## src/rtl/core/bst_pkg.sv

```systemverilog
// ----------------------------------------------------------------------------
// bst_pkg: shared types and constants of the bounded set table
// Opcode and status codes, fixed field widths, parameter defaults, the
// controller command group and the key RAM geometry helper.
// ----------------------------------------------------------------------------
package bst_pkg;

  localparam int unsigned CAPACITY_DEF  = 16;
  localparam int unsigned KEY_WIDTH_DEF = 32;
  localparam int unsigned MAX_LANES     = 16;

  localparam int unsigned OPCODE_W = 3;
  localparam int unsigned KEY_W    = 32;
  localparam int unsigned POS_W    = 4;
  localparam int unsigned STATUS_W = 3;
  localparam int unsigned ITEM_W   = 32;
  localparam int unsigned COUNT_W  = 5;

  localparam logic [OPCODE_W-1:0] OP_INSERT = 3'd0;
  localparam logic [OPCODE_W-1:0] OP_ERASE  = 3'd1;
  localparam logic [OPCODE_W-1:0] OP_LOOKUP = 3'd2;
  localparam logic [OPCODE_W-1:0] OP_READ   = 3'd3;
  localparam logic [OPCODE_W-1:0] OP_CLEAR  = 3'd4;

  localparam logic [STATUS_W-1:0] ST_OK       = 3'd0;
  localparam logic [STATUS_W-1:0] ST_DUP      = 3'd1;
  localparam logic [STATUS_W-1:0] ST_NOTFOUND = 3'd2;
  localparam logic [STATUS_W-1:0] ST_FULL     = 3'd3;
  localparam logic [STATUS_W-1:0] ST_RANGE    = 3'd4;

  typedef struct packed {
    logic start;
    logic advance;
    logic finish;
  } ctl_cmd_t;

  // keys compared per cycle: a power of two, at most MAX_LANES
  function automatic int unsigned lanes_of(input int unsigned cap);
    int unsigned lanes;
    lanes = (cap > MAX_LANES) ? MAX_LANES : (32'd1 << $clog2(cap));
    return lanes;
  endfunction

endpackage

```

## src/rtl/core/bst_req_if.sv

```systemverilog
// ----------------------------------------------------------------------------
// bst_req_if: request channel of the bounded set table
// Valid/ready handshake carrying opcode, key and read position.
// ----------------------------------------------------------------------------
interface bst_req_if;
  logic                          valid;
  logic                          ready;
  logic [bst_pkg::OPCODE_W-1:0]  opcode;
  logic [bst_pkg::KEY_W-1:0]     key;
  logic [bst_pkg::POS_W-1:0]     position;

  modport source (output valid, output opcode, output key, output position, input ready);
  modport sink   (input valid, input opcode, input key, input position, output ready);
endinterface

```

## src/rtl/core/bst_rsp_if.sv

```systemverilog
// ----------------------------------------------------------------------------
// bst_rsp_if: response channel of the bounded set table
// Valid/ready handshake carrying status, membership, read data and size.
// ----------------------------------------------------------------------------
interface bst_rsp_if;
  logic                          valid;
  logic                          ready;
  logic [bst_pkg::STATUS_W-1:0]  status;
  logic                          found;
  logic [bst_pkg::ITEM_W-1:0]    item_out;
  logic [bst_pkg::COUNT_W-1:0]   item_count;
  logic                          is_empty;

  modport source (output valid, output status, output found, output item_out,
                  output item_count, output is_empty, input ready);
  modport sink   (input valid, input status, input found, input item_out,
                  input item_count, input is_empty, output ready);
endinterface

```

## src/rtl/core/bst_ctrl.sv

```systemverilog
// ----------------------------------------------------------------------------
// bst_ctrl: request sequencer
// Accepts a request, steps the key RAM rows through the compare lanes and
// closes the request once the response register is free.
// ----------------------------------------------------------------------------
module bst_ctrl #(
  parameter  int unsigned CAPACITY = bst_pkg::CAPACITY_DEF,
  localparam int unsigned LANES    = bst_pkg::lanes_of(CAPACITY),
  localparam int unsigned ROWS     = (CAPACITY + LANES - 1) / LANES,
  localparam int unsigned ROW_W    = (ROWS > 1) ? $clog2(ROWS) : 1
) (
  input  logic              clk_i,
  input  logic              rst_ni,
  input  logic              req_valid_i,
  output logic              req_ready_o,
  input  logic              out_free_i,
  output bst_pkg::ctl_cmd_t cmd_o,
  output logic [ROW_W-1:0]  scan_row_o,
  output logic [ROW_W-1:0]  rd_row_o
);

  typedef enum logic {S_IDLE, S_SCAN} state_e;

  state_e             state_q, state_d;
  logic [ROW_W-1:0]   row_q, row_d;
  logic               last_row;

  assign last_row = (row_q == ROW_W'(ROWS - 1));

  always_comb begin
    state_d = state_q;
    row_d   = row_q;
    cmd_o   = '0;
    unique case (state_q)
      S_IDLE: begin
        if (req_valid_i) begin
          cmd_o.start = 1'b1;
          row_d       = '0;
          state_d     = S_SCAN;
        end
      end
      S_SCAN: begin
        if (!last_row) begin
          cmd_o.advance = 1'b1;
          row_d         = row_q + ROW_W'(1);
        end else if (out_free_i) begin
          cmd_o.finish = 1'b1;
          state_d      = S_IDLE;
        end
      end
      default: state_d = S_IDLE;
    endcase
  end

  assign req_ready_o = (state_q == S_IDLE);
  assign scan_row_o  = row_q;
  assign rd_row_o    = cmd_o.start ? '0 : row_q + ROW_W'(1);

  always_ff @(posedge clk_i or negedge rst_ni) begin
    if (!rst_ni) begin
      state_q <= S_IDLE;
      row_q   <= '0;
    end else begin
      state_q <= state_d;
      row_q   <= row_d;
    end
  end

endmodule

```

## src/rtl/core/bst_dpath.sv

```systemverilog
// ----------------------------------------------------------------------------
// bst_dpath: key store, compare lanes and response register
// Key RAM of rows of lanes with two registered read ports, a row-wide
// key compare with hit accumulation, entry count and the result register.
// ----------------------------------------------------------------------------
module bst_dpath #(
  parameter  int unsigned CAPACITY  = bst_pkg::CAPACITY_DEF,
  parameter  int unsigned KEY_WIDTH = bst_pkg::KEY_WIDTH_DEF,
  localparam int unsigned LANES     = bst_pkg::lanes_of(CAPACITY),
  localparam int unsigned ROWS      = (CAPACITY + LANES - 1) / LANES,
  localparam int unsigned ROW_W     = (ROWS > 1) ? $clog2(ROWS) : 1
) (
  input  logic                          clk_i,
  input  logic                          rst_ni,
  input  bst_pkg::ctl_cmd_t             cmd_i,
  input  logic [ROW_W-1:0]              scan_row_i,
  input  logic [ROW_W-1:0]              rd_row_i,
  input  logic [bst_pkg::OPCODE_W-1:0]  req_opcode_i,
  input  logic [bst_pkg::KEY_W-1:0]     req_key_i,
  input  logic [bst_pkg::POS_W-1:0]     req_position_i,
  output logic                          out_free_o,
  output logic                          rsp_valid_o,
  input  logic                          rsp_ready_i,
  output logic [bst_pkg::STATUS_W-1:0]  rsp_status_o,
  output logic                          rsp_found_o,
  output logic [bst_pkg::ITEM_W-1:0]    rsp_item_out_o,
  output logic [bst_pkg::COUNT_W-1:0]   rsp_item_count_o,
  output logic                          rsp_is_empty_o
);

  localparam int unsigned SW     = (KEY_WIDTH < bst_pkg::KEY_W) ? KEY_WIDTH : bst_pkg::KEY_W;
  localparam int unsigned CNT_W  = $clog2(CAPACITY + 1);
  localparam int unsigned LANE_W = $clog2(LANES);
  localparam int unsigned SLOT_W = LANE_W + ROW_W;
  localparam int unsigned IW     = (CNT_W > SLOT_W) ? CNT_W : SLOT_W;
  localparam int unsigned CMP_W  = IW + bst_pkg::POS_W;

  logic [LANES-1:0][SW-1:0]  mem_q [ROWS];
  logic [LANES-1:0][SW-1:0]  rowa_q, rowb_q;

  logic [CNT_W-1:0]              count_q, count_d;
  logic [bst_pkg::OPCODE_W-1:0]  op_q;
  logic [SW-1:0]                 key_q;
  logic                          rd_ok_q;
  logic [LANE_W-1:0]             b_lane_q;
  logic                          acc_hit_q;
  logic [IW-1:0]                 acc_slot_q;

  logic                          rsp_valid_q;
  logic [bst_pkg::STATUS_W-1:0]  rsp_status_q;
  logic                          rsp_found_q;
  logic [bst_pkg::ITEM_W-1:0]    rsp_item_q;
  logic [bst_pkg::COUNT_W-1:0]   rsp_count_q;
  logic                          rsp_empty_q;

  logic [IW-1:0]        cnt_x, top_idx, rd_idx, b_idx;
  logic                 rd_ok_d;
  logic [LANES-1:0]     lane_hit;
  logic [IW-1:0]        row_slot;
  logic                 row_hit, hit;
  logic [IW-1:0]        slot;
  logic [SW-1:0]        top_val;

  logic                          wr_en;
  logic [IW-1:0]                 wr_idx;
  logic [SW-1:0]                 wr_data;
  logic [bst_pkg::STATUS_W-1:0]  status_d;
  logic [bst_pkg::ITEM_W-1:0]    item_d;
  logic [CNT_W+bst_pkg::COUNT_W-1:0] cnt_ext;

  // second read port address: top entry for erase, entry from top for read-at
  assign cnt_x   = IW'(count_q);
  assign top_idx = cnt_x - IW'(1);
  assign rd_idx  = top_idx - IW'(req_position_i);
  assign b_idx   = (req_opcode_i == bst_pkg::OP_ERASE) ? top_idx : rd_idx;
  assign rd_ok_d = CMP_W'(req_position_i) < CMP_W'(count_q);

  always_comb begin
    logic [IW-1:0] slot_l;
    lane_hit = '0;
    row_slot = '0;
    for (int l = 0; l < LANES; l++) begin
      slot_l      = IW'({scan_row_i, LANE_W'(l)});
      lane_hit[l] = (slot_l < cnt_x) && (rowa_q[l] == key_q);
      if (lane_hit[l]) begin
        row_slot = row_slot | slot_l;
      end
    end
  end

  assign row_hit = |lane_hit;
  assign hit     = acc_hit_q | row_hit;
  assign slot    = acc_slot_q | row_slot;
  assign top_val = rowb_q[b_lane_q];

  always_comb begin
    status_d = bst_pkg::ST_OK;
    item_d   = '0;
    count_d  = count_q;
    wr_en    = 1'b0;
    wr_idx   = cnt_x;
    wr_data  = key_q;
    unique case (op_q)
      bst_pkg::OP_INSERT: begin
        if (hit) begin
          status_d = bst_pkg::ST_DUP;
        end else if (count_q == CNT_W'(CAPACITY)) begin
          status_d = bst_pkg::ST_FULL;
        end else begin
          wr_en   = 1'b1;
          count_d = count_q + CNT_W'(1);
        end
      end
      bst_pkg::OP_ERASE: begin
        if (!hit) begin
          status_d = bst_pkg::ST_NOTFOUND;
        end else begin
          wr_en   = 1'b1;
          wr_idx  = slot;
          wr_data = top_val;
          count_d = count_q - CNT_W'(1);
        end
      end
      bst_pkg::OP_LOOKUP: ;
      bst_pkg::OP_READ: begin
        if (!rd_ok_q) begin
          status_d = bst_pkg::ST_RANGE;
        end else begin
          item_d = bst_pkg::ITEM_W'(top_val);
        end
      end
      bst_pkg::OP_CLEAR: count_d = '0;
      default: ;
    endcase
  end

  assign cnt_ext = {bst_pkg::COUNT_W'(0), count_d};

  // key RAM
  always_ff @(posedge clk_i) begin
    if (cmd_i.finish && wr_en) begin
      mem_q[wr_idx[LANE_W +: ROW_W]][wr_idx[LANE_W-1:0]] <= wr_data;
    end
    if (cmd_i.start || cmd_i.advance) begin
      rowa_q <= mem_q[rd_row_i];
    end
    if (cmd_i.start) begin
      rowb_q <= mem_q[b_idx[LANE_W +: ROW_W]];
    end
  end

  always_ff @(posedge clk_i) begin
    if (cmd_i.start) begin
      op_q     <= req_opcode_i;
      key_q    <= req_key_i[SW-1:0];
      rd_ok_q  <= rd_ok_d;
      b_lane_q <= b_idx[LANE_W-1:0];
    end
    if (cmd_i.finish) begin
      rsp_status_q <= status_d;
      rsp_found_q  <= hit;
      rsp_item_q   <= item_d;
      rsp_count_q  <= cnt_ext[bst_pkg::COUNT_W-1:0];
      rsp_empty_q  <= (count_d == '0);
    end
  end

  always_ff @(posedge clk_i or negedge rst_ni) begin
    if (!rst_ni) begin
      count_q     <= '0;
      acc_hit_q   <= 1'b0;
      acc_slot_q  <= '0;
      rsp_valid_q <= 1'b0;
    end else begin
      if (cmd_i.start) begin
        acc_hit_q  <= 1'b0;
        acc_slot_q <= '0;
      end else if (cmd_i.advance) begin
        acc_hit_q  <= hit;
        acc_slot_q <= slot;
      end
      if (cmd_i.finish) begin
        count_q     <= count_d;
        rsp_valid_q <= 1'b1;
      end else if (rsp_ready_i) begin
        rsp_valid_q <= 1'b0;
      end
    end
  end

  assign out_free_o       = !rsp_valid_q || rsp_ready_i;
  assign rsp_valid_o      = rsp_valid_q;
  assign rsp_status_o     = rsp_status_q;
  assign rsp_found_o      = rsp_found_q;
  assign rsp_item_out_o   = rsp_item_q;
  assign rsp_item_count_o = rsp_count_q;
  assign rsp_is_empty_o   = rsp_empty_q;

`ifndef SYNTH
  a_count_bound: assert property (@(posedge clk_i) disable iff (!rst_ni)
    count_q <= CNT_W'(CAPACITY))
    else $error("entry count above capacity");

  a_finish_free: assert property (@(posedge clk_i) disable iff (!rst_ni)
    cmd_i.finish |-> out_free_o)
    else $error("request closed while response register occupied");

  a_unique_hit: assert property (@(posedge clk_i) disable iff (!rst_ni)
    (cmd_i.advance || cmd_i.finish) |-> $onehot0(lane_hit))
    else $error("key held in more than one slot");

  a_count_hold: assert property (@(posedge clk_i) disable iff (!rst_ni)
    !cmd_i.finish |=> $stable(count_q))
    else $error("entry count moved outside request close");

  a_rsp_set: assert property (@(posedge clk_i) disable iff (!rst_ni)
    cmd_i.finish |=> rsp_valid_q)
    else $error("closed request left no response");
`endif

endmodule

```

## src/rtl/core/bounded_set_table_unit.sv

```systemverilog
// ----------------------------------------------------------------------------
// bounded_set_table_unit: bounded set of distinct keys
// Compact key array with a count; insert, erase, lookup, read-at and clear.
//
//   channel  dir  payload
//   req_i    in   opcode[2:0], key[31:0], position[3:0]
//   rsp_o    out  status[2:0], found, item_out[31:0], item_count[4:0], is_empty
//
// A request loads key RAM row 0, then scans the rows in turn through the
// compare lanes (at most 16), the last row also updating the RAM and the
// count. Reset clears the count and the sequencer; the key RAM is not
// cleared. A response waits in its register while the next request is
// taken; that request closes only once the response has been taken.
// ----------------------------------------------------------------------------
module bounded_set_table_unit #(
  parameter  int unsigned CAPACITY  = bst_pkg::CAPACITY_DEF,
  parameter  int unsigned KEY_WIDTH = bst_pkg::KEY_WIDTH_DEF,
  localparam int unsigned LANES     = bst_pkg::lanes_of(CAPACITY),
  localparam int unsigned ROWS      = (CAPACITY + LANES - 1) / LANES,
  localparam int unsigned ROW_W     = (ROWS > 1) ? $clog2(ROWS) : 1
) (
  input  logic        clk_i,
  input  logic        rst_ni,
  bst_req_if.sink     req_i,
  bst_rsp_if.source   rsp_o
);

  bst_pkg::ctl_cmd_t  cmd;
  logic               out_free;
  logic [ROW_W-1:0]   scan_row;
  logic [ROW_W-1:0]   rd_row;

  bst_ctrl #(
    .CAPACITY (CAPACITY)
  ) u_ctrl (
    .clk_i       (clk_i),
    .rst_ni      (rst_ni),
    .req_valid_i (req_i.valid),
    .req_ready_o (req_i.ready),
    .out_free_i  (out_free),
    .cmd_o       (cmd),
    .scan_row_o  (scan_row),
    .rd_row_o    (rd_row)
  );

  bst_dpath #(
    .CAPACITY  (CAPACITY),
    .KEY_WIDTH (KEY_WIDTH)
  ) u_dpath (
    .clk_i            (clk_i),
    .rst_ni           (rst_ni),
    .cmd_i            (cmd),
    .scan_row_i       (scan_row),
    .rd_row_i         (rd_row),
    .req_opcode_i     (req_i.opcode),
    .req_key_i        (req_i.key),
    .req_position_i   (req_i.position),
    .out_free_o       (out_free),
    .rsp_valid_o      (rsp_o.valid),
    .rsp_ready_i      (rsp_o.ready),
    .rsp_status_o     (rsp_o.status),
    .rsp_found_o      (rsp_o.found),
    .rsp_item_out_o   (rsp_o.item_out),
    .rsp_item_count_o (rsp_o.item_count),
    .rsp_is_empty_o   (rsp_o.is_empty)
  );

endmodule
```

## src/flat_wrapper.sv

```systemverilog
// flat-port wrapper written by rule: the top's interface ports become plain ports
module bounded_set_table_unit_flat 
#(
  parameter  int unsigned CAPACITY  = bst_pkg::CAPACITY_DEF,
  parameter  int unsigned KEY_WIDTH = bst_pkg::KEY_WIDTH_DEF,
  localparam int unsigned LANES     = bst_pkg::lanes_of(CAPACITY),
  localparam int unsigned ROWS      = (CAPACITY + LANES - 1) / LANES,
  localparam int unsigned ROW_W     = (ROWS > 1) ? $clog2(ROWS) : 1
)
  (clk_i, rst_ni, req_i_valid, req_i_opcode, req_i_key, req_i_position, req_i_ready, rsp_o_valid, rsp_o_status, rsp_o_found, rsp_o_item_out, rsp_o_item_count, rsp_o_is_empty, rsp_o_ready);
  bst_req_if req_i_i ();
  bst_rsp_if rsp_o_i ();
  input  logic clk_i;
  input  logic rst_ni;
  input wire logic [$bits(req_i_i.valid)-1:0] req_i_valid;
  input wire logic [$bits(req_i_i.opcode)-1:0] req_i_opcode;
  input wire logic [$bits(req_i_i.key)-1:0] req_i_key;
  input wire logic [$bits(req_i_i.position)-1:0] req_i_position;
  output wire logic [$bits(req_i_i.ready)-1:0] req_i_ready;
  output wire logic [$bits(rsp_o_i.valid)-1:0] rsp_o_valid;
  output wire logic [$bits(rsp_o_i.status)-1:0] rsp_o_status;
  output wire logic [$bits(rsp_o_i.found)-1:0] rsp_o_found;
  output wire logic [$bits(rsp_o_i.item_out)-1:0] rsp_o_item_out;
  output wire logic [$bits(rsp_o_i.item_count)-1:0] rsp_o_item_count;
  output wire logic [$bits(rsp_o_i.is_empty)-1:0] rsp_o_is_empty;
  input wire logic [$bits(rsp_o_i.ready)-1:0] rsp_o_ready;
  assign req_i_i.valid = req_i_valid;
  assign req_i_i.opcode = req_i_opcode;
  assign req_i_i.key = req_i_key;
  assign req_i_i.position = req_i_position;
  assign req_i_ready = req_i_i.ready;
  assign rsp_o_valid = rsp_o_i.valid;
  assign rsp_o_status = rsp_o_i.status;
  assign rsp_o_found = rsp_o_i.found;
  assign rsp_o_item_out = rsp_o_i.item_out;
  assign rsp_o_item_count = rsp_o_i.item_count;
  assign rsp_o_is_empty = rsp_o_i.is_empty;
  assign rsp_o_i.ready = rsp_o_ready;
  bounded_set_table_unit #(.CAPACITY(CAPACITY), .KEY_WIDTH(KEY_WIDTH)) u_core (.clk_i(clk_i), .rst_ni(rst_ni), .req_i(req_i_i), .rsp_o(rsp_o_i));
endmodule
```

## config.mk

```make
export PLATFORM = sky130hd
export DESIGN_NAME = bounded_set_table_unit_flat
export DESIGN_NICKNAME = d
export VERILOG_FILES = /design/src/rtl/core/bst_pkg.sv /design/src/rtl/core/bst_req_if.sv /design/src/rtl/core/bst_rsp_if.sv /design/src/rtl/core/bst_ctrl.sv /design/src/rtl/core/bst_dpath.sv /design/src/rtl/core/bounded_set_table_unit.sv /design/src/flat_wrapper.sv
export SDC_FILE = /design/constraint.sdc
export NUM_CORES = 1
export LEC_CHECK = 0
export BUFFER_PORTS_ARGS = -buffer_cell sky130_fd_sc_hd__buf_2
export CAP_MARGIN = 20
export CELL_PAD_IN_SITES_DETAIL_PLACEMENT = 0
export CELL_PAD_IN_SITES_GLOBAL_PLACEMENT = 1
export CORE_ASPECT_RATIO = 1.75
export CORE_MARGIN = 5
export CORE_UTILIZATION = 59
export DETAILED_ROUTE_END_ITERATION = 8
export PLACE_DENSITY_LB_ADDON = 0.1
export SETUP_SLACK_MARGIN = 0.05
export SLEW_MARGIN = 10
export SYNTH_ARGS = -nofsm -noshare
export SYNTH_HDL_FRONTEND = slang
export SYNTH_SLANG_ARGS = --single-unit
```

## constraint.sdc

```tcl
create_clock -name clk_i -period 20.5 [get_ports clk_i]
set_input_delay 4.1 -clock clk_i [delete_from_list [all_inputs] [get_ports clk_i]]
set_output_delay 4.1 -clock clk_i [all_outputs]
set_load 0.02 [all_outputs]
```

==> results of run 1 <==
-- logic make-up (layout without fill, tap and decap cells) --
logic type               Yosys count  after routing  share of synthesized area
adder cells (fa/ha/maj)           11             11                   0.003160
AND/OR/NAND/NOR                  387            387                    0.04958
multiplexers                     208            208                    0.09025
XOR/XNOR                         517            517                    0.09973
flip-flops                      1118           1118                     0.7296
AO/OA/AOI/OAI                     49             49                   0.007247
buffers and inverters            132            343                    0.02043
other                              0              2                          0
-- area by class of cell --
class | instances | share of cell area
repair buffers | 153 | 0.02156
clock inverters | 71 | 0.01644
flip-flops and latches | 1118 | 0.6591
well taps | 1027 | 0.02527
inverters | 14 | 0.001181
multi-input cells | 1172 | 0.2284
diodes | 2 | 0.00009844
clock buffers | 105 | 0.04791
-- power by group through the flow --
stage	Clock [mW]	Combinational, mW	Sequential [mW]
after global placement	0	1.72	3.04
after floorplan	0	0.986	3.16
after CTS	1.91	1.73	3.00
final	1.89	1.74	3.00
after global routing	2.01	1.78	3.02
after detailed placement	0	1.72	3.05
-- flip-flops by register name, indices dropped and copies added (netlist names) --
register	count
u_core.u_ctrl.state_q	1
u_core.u_dpath.acc_hit_q	1
u_core.u_dpath.acc_slot_q	4
u_core.u_dpath.b_lane_q	4
u_core.u_dpath.cnt_x	5
u_core.u_dpath.key_q	32
u_core.u_dpath.mem_q	512
u_core.u_dpath.op_q	3
u_core.u_dpath.rd_ok_q	1
u_core.u_dpath.rowa_q	512
u_core.u_dpath.rsp_found_o	1
u_core.u_dpath.rsp_is_empty_o	1
u_core.u_dpath.rsp_item_count_o	5
u_core.u_dpath.rsp_item_out_o	32
u_core.u_dpath.rsp_status_o	3
u_core.u_dpath.rsp_valid_o	1
-- worst max-delay path: stages --
cell and delay, ns:
buf_2 0.09, nand2_1 0.18, inv_8 0.62, buf_4 0.75, buf_12 0.71, buf_4 0.88
-- through the flow --
step                worst slack [ns]  area [um^2]
floorplan                      4.789        45930
global placement               12.52        47370
detailed placement             12.42        47570
CTS                            13.18        50840
global route                   12.86        50840
finish                         13.11        50840
-- routing by layer --
layer  vias up  GRT usage
met1     12635     0.4461
met3       301    0.04046
met2      1404     0.5538
met5         -          0
met4         2     0.1999
li1       9740          -
-- cell usage in the layout (no fill, tap or decap), types with 13 or more instances in the layout --
master and n:
mux2_2 41, and2_1 40, edfxtp_1 1106, mux4_2 160, nor3_1 26, nand2_1 29
nor4_1 74, buf_4 57, xor2_1 206, clkbuf_16 96, nand3_1 27, xnor2_1 304
nor2_1 25, clkinv_2 20, clkinvlp_4 13, nor2_4 16, nand4_1 107, bufinv_16 14
clkinv_1 13, buf_2 86
-- worst max path at each step --
stage                                      endpoint  slack [ns]  cells past startpoint
3_5_place_dp    u_core.u_dpath.rowa_q[26]$_DFFE_PP_       12.42                      6
3_3_place_gp   u_core.u_dpath.rowa_q[397]$_DFFE_PP_       12.52                      6
2_1_floorplan  u_core.u_dpath.b_lane_q[0]$_DFFE_PP_        4.79                      2
5_1_grt        u_core.u_dpath.rowa_q[406]$_DFFE_PP_       12.86                      6
6_report       u_core.u_dpath.rowa_q[407]$_DFFE_PP_       13.11                      6
4_1_cts         u_core.u_dpath.rowa_q[12]$_DFFE_PP_       13.18                      6
==> results.txt, run 1 <==
----------------------------------------------------
[Clock network]
  Number of clock buffers inserted by TritonCTS ... 96
  Maximum number of buffers from clock root to sink ... 3
  TritonCTS clock tree ... done
  Cells resized by post-CTS repair ... 0
  Master cell of the clock root buffer ... clkbuf_16
  # clock sinks ... 1118
  Post-CTS Setup Repair Bufs ... 0
  Clock latency on the worst-skew pair ... 0.72 ns
  Clock Pin Slew Worst Setup and Hold Paths ... 0.07 ns
  H-tree depth ... 3
  Number of buffers inserted by hold repair at cts ... 0

[Floorplan]
  Overall die height ... 379.1 um
  Starting utilization of the core area ... 0.5937
  Die Footprint ... 0.08375 mm^2
  Cell Rows ... 135
  I/O pin count ... 87
  Die width ... roughly 220 um
  Core Box Area ... 0.07736 mm^2

[GRT]
  Number of antenna violations at the first check in global routing ... 3
  GRT Total Usage ... 0.3391
  Overall overflow remaining after global route ... 0
  Maximum number of pins on one net before global-route repair ... approximately 170
  Number of global-route vias before repair ... between 20000 and 25000
  Global-route wire length before repair ... 194.4 mm

[Final layout]
  Filler Cell Count ... 5370
  Post-synthesis to final-layout area growth ... 10.69%
  Share of layout cells above drive strength 1 ... 0.2104
  Final cell utilization of the core ... 0.6572
  Net total in the final layout ... 2609
  Combined area of the multi-input logic cells ... 0.01161 mm^2
  Flip-flop and latch area ... 0.03351 mm^2
  Post-route insts no fill ... ~3700

[Min path]
  Hold WC Path Type ... reg -> reg
  Worst min-delay path endpoint ... u_core.u_dpath.rowa_q[18]$_DFFE_PP_
  Hold Crit Depth ... 0
  Hold path startpoint ... u_core.u_dpath.mem_q[0][18]$_DFFE_PP_

[Pwr]
  Register share of total power ... 0.452
  Proportion of power drawn by the clock network ... 0.285
  Pwr Total ... 6.639 mW
  Leakage component of the power ... between 15 and 20 nW
  Max VDD drop ... approximately 0.12 mV
  Pwr/cell area ... 130.6 mW/mm^2
  Part of the total power dissipated in combinational logic ... 0.262
  Switching power share of the total ... 0.3264
  P_sw ... between 2 and 2.5 mW
  P_int ... 4.472 mW

[Logic synthesis]
  Top cell type by total area after synthesis ... edfxtp_1
  Async set or reset register ratio after synthesis ... 0.01073
  Synth Flop Type ... edfxtp_1
  Post-synthesis sequential area ratio ... 0.7296
  Average cell area after synthesis ... 18.96 um^2
  Most numerous cell types in the synthesized netlist ... 1106 x edfxtp_1, 304 x xnor2_1, 206 x xor2_1
  Most area-consuming cells after synthesis ... edfxtp_1 72%, mux4_2 7.8%, xnor2_1 5.8%
  Area share of the largest cell type after synthesis ... 0.7231
  Number of enable flip-flop cells after synthesis ... 1106
  Net Count, Synth ... ~2500
  Area of the mapped netlist ... 0.04593 mm^2
  Seq cells post-synth ... 1118
  Most frequent cell after synthesis ... edfxtp_1
  Synth cell types ... 67
  Post-Syn Instances ... 2422
  Yosys warnings ... 0

[Routing]
  Final routed wire length divided by cell count ... around 39 um
  Detailed route wirelength on metal2 ... 69.23 mm
  Routed length on met1 ... 52.08 mm
  Detailed-router iteration count before antenna repair ... 6
  Max layer used ... met5
  Routed length on met3 ... 10.26 mm
  Detailed-route DRC error count ... 0
  Final ANT Viol Nets ... 0
  Vias per std cell ... approximately 6.6
  Total number of vias ... 24082
  DRC marker count from the first detailed-route iteration ... between 3000 and 4000
  Total routed wirelength ... 141.8 mm

[Timing]
  Setup repair after global routing missed its margin ... false
  # setup viols final ... 0
  Worst slack on hold paths ... 0.4085 ns
  Relative slew margins ... 0.2598
  Slew of the pin with the lowest slew margin ... 1.108 ns
  Post-Route Setup TNS ... 0 ns
  Maximum operating frequency ... 135.4 MHz
  Period utilization ... 0.3603
  Final hold violation count ... 0
  Clock Skews ... 0.03004 ns
  Minimum period implied by the final worst setup slack ... ~7.4 ns
  Slew Limit Fails ... 0

[Flow run]
  Max Cap Violations ... 0

[Setup path]
  Critical path startpoint ... req_i_valid
  Type of the worst setup path ... in -> reg
  Setup slack, reg-to-reg ... around 15 ns
  Reg2Reg Launch Point ... u_core.u_dpath.key_q[27]$_DFFE_PP_
  Crit path DAT ... 7.71 ns
  Worst Path Max Fanout ... around 170
  Worst path required time ... 20.83 ns
  Category of the worst setup path capture point ... flop
  R2R cell count ... 11
  Endpoint of the most critical register-to-register path ... u_core.u_dpath.mem_q[0][51]$_DFFE_PP_
  Worst Setup Start Kind ... input port

[Placed design]
  # port buffers ... 86
  Placed wire-length estimate after detailed placement ... 103.9 mm
  Last weighted congestion value of the routability-driven placer ... around 0.98
  Placed instance count ... 3484

[Outcome]
  Run status ... finished, final reports clean

----------------------------------------------------
Note: power is estimated with default switching activity, not from simulation.
==> run 2: changes to the inputs <==
Settings changed: ABC_AREA set to 1, CORE_UTILIZATION 59 to 52.
Clock period 20.5 ns to 7.32 ns, I/O delays scaled along.
==> run 2 against run 1 <==
  * Wire length up 4.9%
  * Core utilization down 7.9 points
  * Via count up 21%
  * Non-clock buffer count up 9
  * Clock power rose to 2.8 times the previous value
  * Synthesized cell count up 54%
  * Final cell count up 39%
  * Global-route usage down 3.9 points
  * Combinational power rose to 2.9 times the previous value
  * Critical path type is now reg -> reg
  * Critical endpoint is now u_core.u_dpath.mem_q[0][155]$_DFFE_PP_
  * Largest power group unchanged
==> results.txt, run 2 <==
----------------------------------------------------
[Outcome]
  Run status ... finished, final reports clean

[Setup path]
  Category of the worst setup path capture point ... flop
  Endpoint of the most critical register-to-register path ... u_core.u_dpath.mem_q[0][155]$_DFFE_PP_
  Cells traversed along the worst timing path ... inv_2, nand2_1, o21ai_0, nor3_1, nand2_1, nor2_1, nand2_1, nand4_2, nor2_4, nand2_8, nand2_8, inv_8, o21ai_1, inv_1, nand2_1, nor2_4, buf_4
  Destination of the critical timing path ... u_core.u_dpath.mem_q[0][155]$_DFFE_PP_
  Worst path required time ... 7.70 ns (-13.13 ns)
  Critical path startpoint ... u_core.u_dpath.key_q[17]$_DFFE_PP_
  Setup slack, reg-to-reg ... 1.73 ns (-13.29 ns)
  Worst Setup Start Kind ... flop
  Crit path DAT ... 5.97 ns (-1.74 ns)
  R2R cell count ... 17 (+6)
  Worst Path Max Fanout ... 44 (-73%)
  Reg2Reg Launch Point ... u_core.u_dpath.key_q[17]$_DFFE_PP_
  Cell seen most often among critical-path stages ... nand2_1
  Type of the worst setup path ... reg -> reg
  CP max stage delay ... 1.05 ns (+0.17 ns)
  Slowest cell on crit path ... edfxtp_1

[Timing]
  Post-Route Setup TNS ... 0 ns (unchanged)
  Worst slack on hold paths ... 0.4026 ns (-0.005924 ns)
  Setup slack of the critical path after layout ... 1.730 ns (-11.38 ns)
  Minimum period implied by the final worst setup slack ... 5.590 ns
  # setup viols final ... 0 (unchanged)
  Slew of the pin with the lowest slew margin ... 1.158 ns (+0.04993 ns)
  Period utilization ... 0.7636
  Slew Limit Fails ... 0 (unchanged)
  Relative slew margins ... 0.2282 (-0.03154)
  Final hold violation count ... 0 (unchanged)
  Clock Skews ... 0.02870 ns (-0.001342 ns)
  Setup repair after global routing missed its margin ... false
  Maximum operating frequency ... about 180 MHz

[Placed design]
  # port buffers ... 86 (unchanged)
  Placed wire-length estimate after detailed placement ... 101.2 mm (-2.5%)
  Last weighted congestion value of the routability-driven placer ... 0.9276 (-5.4%)
  Post-Place Worst Slack ... 1.685 ns (-10.73 ns)

[Routing]
  Final ANT Viol Nets ... 0 (unchanged)
  DRC marker count from the first detailed-route iteration ... 2910 (-17%)
  Total number of vias ... 29200 (+21%)
  Final routed wire length divided by cell count ... 29.32 um (-24%)
  Vias per std cell ... 5.754 (-13%)
  Detailed-router iteration count before antenna repair ... 6 (unchanged)
  Detailed-route DRC error count ... 0 (unchanged)
  Total routed wirelength ... 148.8 mm (+4.9%)

[Clock network]
  Post-CTS Setup Repair Bufs ... 0 (unchanged)
  TritonCTS clock tree ... done
  Number of clock buffers inserted by TritonCTS ... 97 (+1.0%)
  # clock sinks ... 1118 (unchanged)
  H-tree depth ... 3 (unchanged)
  Clock latency on the worst-skew pair ... 0.71 ns (about the same)
  Cells resized by post-CTS repair ... 0 (unchanged)
  Number of buffers inserted by hold repair at cts ... 0 (unchanged)
  Master cell of the clock root buffer ... clkbuf_16
  Clock Pin Slew Worst Setup and Hold Paths ... 0.07 ns (about the same)
  Maximum number of buffers from clock root to sink ... 3 (unchanged)

[Final layout]
  Commonest non-fill, non-tap cell in the layout ... edfxtp_1
  Top library cells by usage in the layout, fill and taps aside ... 1106 x edfxtp_1, 628 x nand2_1, 306 x nor2_1, 274 x xnor2_1, 251 x o21ai_0
  Number of inserted diodes ... 0 (-2)
  Post-synthesis to final-layout area growth ... 10.24%
  Share of layout cells above drive strength 1 ... 0.1061 (-0.1043)
  Filler Cell Count ... 7320 (+36%)
  Net total in the final layout ... 3863 (+48%)

[Logic synthesis]
  Yosys warnings ... 0 (unchanged)
  Area share of and/or/nand/nor cells after synthesis ... 0.1016 (+0.05203)
  Combinational family with the most area after synthesis ... simple AND/OR/NAND/NOR gates
  Post-synthesis xor/xnor area fraction ... 0.06495 (-0.03478)
  Top cell type by total area after synthesis ... edfxtp_1
  Area of the mapped netlist ... 0.04760 mm^2 (+3.6%)
  Area share of the largest cell type after synthesis ... 0.6977 (-0.02541)
  Post-synthesis sequential area ratio ... 0.7040 (-0.02564)
  Synth Flop Type ... edfxtp_1
  Portion of netlist area occupied by mux cells ... 0.01346 (-0.07679)
  Post-Syn Instances ... 3728 (+54%)
  Synthesized-area fraction occupied by ao, oa, aoi and oai cells ... 0.06702 (+0.05978)
  Share of synthesized cell area in full adder, half adder and majority cells ... 0.003049 (-0.0001110)
  Seq cells post-synth ... 1118 (unchanged)
  Most numerous cell types in the synthesized netlist ... 1106 x edfxtp_1, 629 x nand2_1, 323 x nor2_1
  Average cell area after synthesis ... 12.77 um^2 (-33%)
  Number of enable flip-flop cells after synthesis ... 1106 (unchanged)
  Synth cell types ... 49 (-27%)
  Net Count, Synth ... 3782 (+53%)
  Most frequent cell after synthesis ... edfxtp_1
  Most area-consuming cells after synthesis ... edfxtp_1 70%, xnor2_1 5.0%, nand2_1 5.0%
  Async set or reset register ratio after synthesis ... 0.01073 (unchanged)

[Floorplan]
  Core Box Area ... 0.09079 mm^2 (+17%)
  Die width ... 238.7 um (+8.1%)
  Die Footprint ... 0.09794 mm^2 (+17%)
  I/O pin count ... 87 (unchanged)
  Overall die height ... 410.3 um (+8.2%)
  Cell Rows ... 146 (+8.1%)
  Starting utilization of the core area ... 0.5243 (-0.06939)

[GRT]
  GRT Total Usage ... 0.2999 (-0.03924)
  Number of global-route vias before repair ... 29230 (+22%)
  Global-route wire length before repair ... 208.8 mm (+7.4%)
  Overall overflow remaining after global route ... 0 (unchanged)
  Maximum number of pins on one net before global-route repair ... 179 (+7.8%)
  Number of antenna violations at the first check in global routing ... 3 (unchanged)

[Pwr]
  Max VDD drop ... 0.2430 mV (+110%)
  Pwr Total ... 18.79 mW (+180%)
  Leakage component of the power ... 18.61 nW (+15%)
  Pwr/cell area ... 358.1 mW/mm^2 (+170%)

[Flow run]
  Max Cap Violations ... 0 (unchanged)

[Min path]
  Hold WC Path Type ... reg -> reg

----------------------------------------------------
[run 2: cell types whose count changed after synthesis, sizes merged, moves of 58 or more]
cell    change
nand4      -66
o21ai     +276
nor2      +287
nand3      +83
clkbuf     +58
xor2      -127
inv       +265
nor4       -77
o211ai     +75
mux2i      +59
a21oi     +136
mux4      -160
nand2     +610
[run 2: final cells by class]
class                      count  area [um^2]  share of cell area
clock inverter                59        593.1             0.01130
inverter                     279         1070             0.02038
tap                         1184         1481             0.02823
clock buffer                 122         2634             0.05019
sequential                  1118        33510              0.6386
multi-input combinational   2151        12090              0.2303
timing repair buffer         162         1101             0.02098
[run 2: where the power goes]
group	total, mW	switching, mW	internal (mW)
logic	4.98	3.60	1.38
clock network	5.24	2.35	2.89
registers	8.58	0.585	7.99
[run 2: cells by family after synthesis]
family          count (synthesis)
compound gates                563
xor+xnor                      353
fa+ha+maj                      11
buf+inv                       459
flops                        1118
mux                            64
simple gates                 1160
[run 2: stage by stage]
step	utilization	instances	instance area [um^2]
after floorplan	-	3728	47620
after global placement	0.5422	4891	49220
after detailed placement	0.5424	4893	49240
after CTS	0.5779	5074	52470
after global routing	0.5780	5075	52480
final	0.5780	5075	52480
[run 2: how the worst min path moves through the flow]
stage	startpoint	cells after the start	end
final	u_core.u_dpath.mem_q[0][463]$_DFFE_PP_	0	u_core.u_dpath.rowa_q[463]$_DFFE_PP_
after global routing	u_core.u_dpath.mem_q[0][36]$_DFFE_PP_	0	u_core.u_dpath.rowa_q[36]$_DFFE_PP_
after CTS	u_core.u_dpath.mem_q[0][68]$_DFFE_PP_	0	u_core.u_dpath.rowa_q[68]$_DFFE_PP_
after detailed placement	u_core.u_dpath.mem_q[0][121]$_DFFE_PP_	0	u_core.u_dpath.rowa_q[121]$_DFFE_PP_
after global placement	u_core.u_dpath.mem_q[0][372]$_DFFE_PP_	0	u_core.u_dpath.rowa_q[372]$_DFFE_PP_
after floorplan	u_core.u_dpath.mem_q[0][0]$_DFFE_PP_	0	u_core.u_dpath.rowa_q[0]$_DFFE_PP_
[run 2: per-layer routing]
metal / up-vias / share of wire / global-route usage
met5: - / 0.00018 / 0
met4: 4 / 0.075 / 0.1887
met3: 293 / 0.047 / 0.03156
met2: 1182 / 0.53 / 0.5387
met1: 14562 / 0.35 / 0.3388
li1: 13159 / - / -
[run 2: worst max-delay path: cells and delay by family (launching register included)]
kind	cells	cell delay (ns)
flip-flops	1	1.05
AO/OA/AOI/OAI	2	0.23
buffers and inverters	4	1.05
AND/OR/NAND/NOR	11	2.87
